==> src/sv/gndf_pkg.sv <==
// Shared constants, types and register codes for the graduated density filter.
// Used by every module of the block and by its checker; depends on nothing.
`default_nettype none

package gndf_pkg;

    localparam int PIXEL_BITS = 16;
    localparam int COORD_BITS = 16;

    localparam int IN_BITS     = 2 * COORD_BITS + 3 * PIXEL_BITS;
    localparam int IN_TDATA_W  = ((IN_BITS + 7) / 8) * 8;
    localparam int OUT_BITS    = 3 * PIXEL_BITS;
    localparam int OUT_TDATA_W = ((OUT_BITS + 7) / 8) * 8;

    // front-end arithmetic widths
    localparam int PX_W  = COORD_BITS + 32;
    localparam int SX_W  = COORD_BITS + 19;
    localparam int MS_W  = 16 + SX_W;
    localparam int P_W   = MS_W + 2;
    localparam int Q_W   = P_W - 13;
    localparam int LEN_W = Q_W + 17;

    localparam logic [29:0] LN2_Q30   = 30'd744261118;
    localparam int          EXP_TERMS = 10;

    localparam int NUM_W = PIXEL_BITS + 32;

    // pipeline depth per section
    localparam int FRONT_ST = 8;
    localparam int EXP_ST   = 3 * EXP_TERMS + 1;
    localparam int LANE_ST  = PIXEL_BITS + 2;
    localparam int PIX_ST   = FRONT_ST + EXP_ST;
    localparam int NST      = FRONT_ST + EXP_ST + LANE_ST;

    localparam int PADDR_W = 6;

    typedef enum logic [2:0] {
        REG_SCALE_X   = 3'd0,
        REG_SCALE_Y   = 3'd1,
        REG_SIN       = 3'd2,
        REG_COS       = 3'd3,
        REG_OFFSET    = 3'd4,
        REG_GAIN      = 3'd5,
        REG_DENSITY   = 3'd6,
        REG_TINT      = 3'd7
    } reg_idx_t;

    typedef struct packed {
        logic [31:0] scale_x;
        logic [31:0] scale_y;
        logic [15:0] sin_term;
        logic [15:0] cos_term;
        logic [15:0] offset_term;
        logic [15:0] gradient_gain;
        logic [15:0] density;
        logic [47:0] tint;
    } cfg_t;

endpackage

`default_nettype wire

==> src/sv/gndf_lane.sv <==
// One channel lane: tint denominator, rounded numerator, one quotient bit a stage.
// Depends on gndf_pkg; three copies run side by side in the top level.
`default_nettype none

module gndf_lane import gndf_pkg::*; (
    input  logic                  aclk,
    input  logic                  en,
    input  logic [30:0]           a_in,
    input  logic [15:0]           tint_ch,
    input  logic [PIXEL_BITS-1:0] pix_in,
    output logic [PIXEL_BITS-1:0] q_out
);

    logic [30:0]           d1_reg, a1_reg, d2_reg;
    logic [PIXEL_BITS-1:0] v1_reg;
    logic [NUM_W-1:0]      num_reg;
    logic [46:0]           dm;

    logic [NUM_W-1:0]      rem_reg [PIXEL_BITS];
    logic [30:0]           dd_reg  [PIXEL_BITS];
    logic [PIXEL_BITS-1:0] q_reg   [PIXEL_BITS];

    assign dm = 47'(31'(1 << 30) - a_in) * 47'(tint_ch);

    always_ff @(posedge aclk) begin
        if (en) begin
            d1_reg  <= 31'(1 << 30) - dm[46:16];
            a1_reg  <= a_in;
            v1_reg  <= pix_in;
            num_reg <= NUM_W'(v1_reg) * NUM_W'(a1_reg) + NUM_W'(d1_reg >> 1);
            d2_reg  <= d1_reg;
        end
    end

    for (genvar i = 0; i < PIXEL_BITS; i++) begin : g_div
        localparam int B = PIXEL_BITS - 1 - i;

        logic [NUM_W-1:0]      r_in;
        logic [30:0]           d_in;
        logic [PIXEL_BITS-1:0] qi;
        logic [NUM_W:0]        sh;
        logic                  take;

        if (i == 0) begin : g_first
            assign r_in = num_reg;
            assign d_in = d2_reg;
            assign qi   = '0;
        end else begin : g_next
            assign r_in = rem_reg[i-1];
            assign d_in = dd_reg[i-1];
            assign qi   = q_reg[i-1];
        end

        assign sh   = (NUM_W+1)'(d_in) << B;
        assign take = {1'b0, r_in} >= sh;

        always_ff @(posedge aclk) begin
            if (en) begin
                rem_reg[i] <= take ? NUM_W'({1'b0, r_in} - sh) : r_in;
                dd_reg[i]  <= d_in;
                q_reg[i]   <= take ? (qi | (PIXEL_BITS'(1) << B)) : qi;
            end
        end
    end

    assign q_out = q_reg[PIXEL_BITS-1];

endmodule

`default_nettype wire

==> config.mk <==
export PLATFORM = sky130hd
export DESIGN_NAME = gndf_lane
export DESIGN_NICKNAME = d
export VERILOG_FILES = /design/src/sv/gndf_pkg.sv /design/src/sv/gndf_lane.sv
export SDC_FILE = /design/constraint.sdc
export NUM_CORES = 2
export LEC_CHECK = 0
export BUFFER_PORTS_ARGS = -buffer_cell sky130_fd_sc_hd__buf_2
export CAP_MARGIN = 30
export CELL_PAD_IN_SITES_DETAIL_PLACEMENT = 2
export CELL_PAD_IN_SITES_GLOBAL_PLACEMENT = 2
export CORE_AREA = 3 3 534 536
export CTS_CLUSTER_SIZE = 8
export DETAILED_ROUTE_END_ITERATION = 8
export DIE_AREA = 0 0 537 539
export HOLD_SLACK_MARGIN = 0.03
export PLACE_DENSITY_LB_ADDON = 0.1
export SYNTH_ARGS = -nofsm -noshare
export SYNTH_HDL_FRONTEND = slang
export SYNTH_SLANG_ARGS = --single-unit
==> constraint.sdc <==
create_clock -name aclk -period 11.1 [get_ports aclk]
set_clock_uncertainty 0.05 [all_clocks]
set_input_delay 1.665 -clock aclk [delete_from_list [all_inputs] [get_ports aclk]]
set_output_delay 1.665 -clock aclk [all_outputs]
set_load 0.02 [all_outputs]
Word-level counts from Yosys, hierarchy flattened
Memory sizes are Yosys's and may differ from the RTL's. Cells that the tools add are included.

Bits in writable memories: 1520. Bits of input ports: 65. Output and inout port bits: 16. Register bits after elaboration: 157. Word-level logic and storage cells: 79. Memories: 3.

Memories: rem_reg (depth 16, width 48, read ports 15, clocked after Yosys merged registers in 0, write ports 16, RTL line gndf_lane.sv:19) `logic [NUM_W-1:0] rem_reg [PIXEL_BITS];`; dd_reg (depth 16, width 31, read ports 15, clocked after Yosys merged registers in 0, write ports 16, RTL line gndf_lane.sv:20) `logic [30:0] dd_reg [PIXEL_BITS];`; q_reg (depth 16, width 16, read ports 16, clocked after Yosys merged registers in 0, write ports 16, RTL line gndf_lane.sv:21) `logic [PIXEL_BITS-1:0] q_reg [PIXEL_BITS];`.

$add $sub $neg: 19. $mul: 2. Magnitude comparators: 16. Mux-type cells: 34.

Operators by type and width (number): $mux W48 (16); $add A47 B30 Y48 (1); $ge A48 B31 Y1 (1); $ge A48 B32 Y1 (1); $ge A48 B33 Y1 (1); $ge A48 B34 Y1 (1); $ge A48 B35 Y1 (1); $ge A48 B36 Y1 (1); $ge A48 B37 Y1 (1); $ge A48 B38 Y1 (1); $ge A48 B39 Y1 (1); $ge A48 B40 Y1 (1); $ge A48 B41 Y1 (1); $ge A48 B42 Y1 (1); $ge A48 B43 Y1 (1); $ge A48 B44 Y1 (1); $ge A48 B45 Y1 (1); $ge A48 B46 Y1 (1); $sub A48 B31 Y48 (1); $sub A48 B32 Y48 (1); $sub A48 B33 Y48 (1); $sub A48 B34 Y48 (1); $sub A48 B35 Y48 (1); $sub A48 B36 Y48 (1); other kinds (30) (32).

Depth between registers and ports, before layout
Depth after elaboration: 3. Gate-level depth with buffers: 38. Depth with buffers taken out: 35.

Worst setup path before layout
No wires, ideal clock.

Kind: in2reg. From: input a_in[0]. To: register d1_reg[29] (data pin). Stages on the path: 35. Buffers on the path: 3. Path slack: 447 ps. Required time: 10792 ps. Arrival: 10344 ps. Path through: clkbuf_1 inv_1 ha_1 nand2b_1 nor4_1 nand3b_1 inv_1 nand2_1 nor2_1 and2_1 nand2_1 xor2_1 clkbuf_1 nand2_1 fa_1 fa_1 fa_1 inv_1 fa_1 fa_1 inv_1 fa_1 inv_1 ha_1 clkbuf_1 nand3_1 nor2_1 inv_1 o31ai_1 mux2_2 a2111oi_2 nand4_1 a2111oi_0 nor2_1 xnor2_1.

Longest elaborated chain between the ends: 3.

RTL lines: from (decl) (RTL line gndf_lane.sv:8) `input logic [30:0] a_in,`; $sub A31 B31 Y32 (RTL line gndf_lane.sv:23) `assign dm = 47'(31'(1 << 30) - a_in) * 47'(tint_ch);`; $mul A32 B17 Y47 (RTL line gndf_lane.sv:23); $sub A31 B31 Y31 (RTL line gndf_lane.sv:27) `d1_reg <= 31'(1 << 30) - dm[46:16];`; to (signal assigned) (RTL line gndf_lane.sv:27); to (decl) (RTL line gndf_lane.sv:14) `logic [30:0] d1_reg, a1_reg, d2_reg;`.

No other way between the ends. A chain may end at the register's enable or synchronous reset.

Worst setup path after layout
Ends and elaborated chain as after synthesis.

==> impl_metrics.ini <==
[grt]
use_met3 = 0.02072
use_met2 = 0.4664
antenna_found_initial = 4
grt_pass1_wl_um = 561900
top_usage_layer = met2
grt_use_total = 0.2501
use_met1 = 0.2862
grt_max_degree = 170
first_global_vias = 92611
gr-total-overflow = 0

[place]
dp_cells = 14576
postPlaceCellArea_um2 = 118700
place_ws_ns = -0.03875
portBuffers = 80
gp_congestion = 0.8672
dp_hpwl_um = 290000

[critical_path]
reg2reg_to = g_div[0].r_in[46]
r2r-start = v1_reg[6]
required_ns = 11.63
reg2reg_depth = 24
startpoint_type = input pin
path_max_fanout = 7
criticalPathCategory = input pin to flip-flop
slowest_stage = fa_1
cp.arrival_ns = 10.74
max_stage_delay_ns = 0.57
rrSetupSlack_ns = 2.73
end_kind = flip-flop

[floorplanning]
fp.dieArea_um2 = 289400
num_io_pins = 81
start_util = 0.3993
die_w_um = 537
rows = 195
core_area_um2 = 281300
die_h_um = 539

[drt]
ant_nets = 0
dr.pass1.iters = 5
via_per_inst = 5.375
num_vias = 79744
drt-initial-drc-count = 3804
wl_per_cell_um = 24.34
drc = 0
drt-total-wl_um = 361100

[synthesis]
ys_warn_count = 0
synth-edff-count = 1478
synth_cell_types = 83
synth_fp_nets = 12490
synth_area_per_cell_um2 = 10.43
synthesis.area_um2 = 112300
postSynth.asyncResetShare = 0
synthCells = 10766
synth_ff_type = edfxtp_1
postSynthRegisterBits = 1478
ys_seq_area_frac = 0.3951

[clocking]
numCtsBuffers = 212
clk_path_buf_depth = 4
cts_tree = yes
postCtsSetupBuffers = 0
htreeDepth = 4
ctsResizeCount = 0
clkTransAtPathRegs_ns = 0.05
clk_latency_ns = 0.89
cts-root-buf = clkbuf_16
cts_sinks = 1478
hold_buffers = 0

[hold_path]
hold_class = flip-flop to flip-flop
min_path_cells = 0
min_from = dd_reg[0][111]
hold_path_end = dd_reg[0][142]

[sta]
slew_viol_final = 0
rsz0062_at_grt = false
tns_ns = 0
fin_crit_ns = 10.21
relSlewSlack = 0.3043
post-route-period-util = 0.9197
hold_violations = 0
finalSetupViolations = 0
worst_slew_pin_slew_ns = 1.035
setup_slack_ns = 0.8913
max_freq_mhz = 97.96

[finish]
layout.nets = 12775
syn_to_final_growth_pct = 10.88
fillers = 29176
drive_gt1_frac = 0.06638
largest_register_ffs = 720
fin_area_um2 = 124600
final_cells = 14836

[status]
status = completed

[run]
drv_cap = 0
stage by stage:
stage	util	hold WS, ns
3_3_place_gp	0.4216	0.3506
5_1_grt	0.4428	0.3349
3_5_place_dp	0.4221	0.3552
4_1_cts	0.4424	0.3154
6_report	0.4428	0.3181
2_1_floorplan	-	0.3503
worst max path at each step:
| stage | end | startpoint | slack (ns) | depth (start not counted) |
|---|---|---|---|---|
| CTS | d1_reg[29] | a_in[0] | 0.88 | 36 |
| floorplan | d1_reg[29] | a_in[0] | 0.45 | 35 |
| global placement | d1_reg[29] | a_in[3] | 0.20 | 29 |
| global route | d1_reg[29] | a_in[0] | 0.41 | 36 |
| detailed placement | d1_reg[29] | a_in[1] | -0.04 | 36 |
| finish | d1_reg[29] | a_in[0] | 0.89 | 36 |
per-layer routing:
layer / vias to the layer above / wire length (um)
met5: - / 7
li1: 36786 / -
met4: 2 / 20020
met2: 1103 / 190900
met3: 650 / 7759
met1: 41203 / 142500
area by class of cell:
type	instances	area (um^2)	area share
Antenna cell	6	15.01	0.0001205
Multi-Input combinational cell	7261	60430	0.4852
Clock buffer	228	5408	0.04341
Inverter	1719	6452	0.05180
Timing Repair Buffer	379	2888	0.02318
Clock inverter	22	300.3	0.002411
Tap cell	3743	4683	0.03760
Sequential cell	1478	44380	0.3563
cell usage after synthesis (all sizes together), types with 23 or more instances:
cell type,count,area [um^2]
nand4,88,550.5
a21o,264,1982
a31oi,44,275.3
a211oi,47,357.8
ha,734,9184
o21ai,491,2457
xor2,264,2312
nor2b,78,488.0
nor4,83,519.3
edfxtp,1478,44380
xnor2,366,3213
inv,1717,6445
or2,30,187.7
o211ai,36,270.3
nand2,1225,4598
mux2i,25,250.2
or4,23,172.7
nor3,149,745.7
o21bai,77,578.1
nand2b,103,644.4
and2,408,2552
a21boi,39,292.8
and3,57,356.6
o31ai,68,510.5
nand3,136,680.7
nor2,452,1697
a21oi,588,2950
nand3b,23,172.7
mux2,58,653.1
clkbuf,291,1092
o21a,70,525.5
fa,925,18520
or3,59,369.1
kinds of logic (layout without fill, tap and decap cells):
kind of cell,after synthesis,in the layout,share of synthesized area
other,0,6,0
flip-flops,1478,1478,0.3951
XOR/XNOR,630,630,0.04919
adder cells (fa/ha/maj),1659,1659,0.2466
AND/OR/NAND/NOR,2992,2992,0.1284
buffers and inverters,2027,2348,0.06783
multiplexers,83,83,0.008042
AO/OA/AOI/OAI,1897,1897,0.1048
placed cells by master, fill, tap and decap left out, drive strengths merged, types with 68 or more instances in the layout:
cell,instances
a21o,264
a21oi,588
and2,408
buf,379
clkbuf,228
edfxtp,1478
fa,925
ha,734
inv,1723
nand2,1225
nand2b,103
nand3,136
nand4,88
nor2,452
nor2b,78
nor3,149
nor4,83
o21a,70
o21ai,491
o21bai,77
o31ai,68
xnor2,366
xor2,264
critical path: cells and delay by family:
| family | cells | cell delay (ns) |
|---|---|---|
| muxes | 1 | 0.42 |
| adders and majority gates | 8 | 3.60 |
| xor gates and xnor gates | 2 | 0.41 |
| and+or+nand+nor | 10 | 1.87 |
| AOI/OAI and AO/OA | 4 | 1.40 |
| buffers and inverters | 11 | 1.33 |
Power is not shown: default switching activity piles up to over one toggle a cycle in this logic, so the estimate is an artifact.
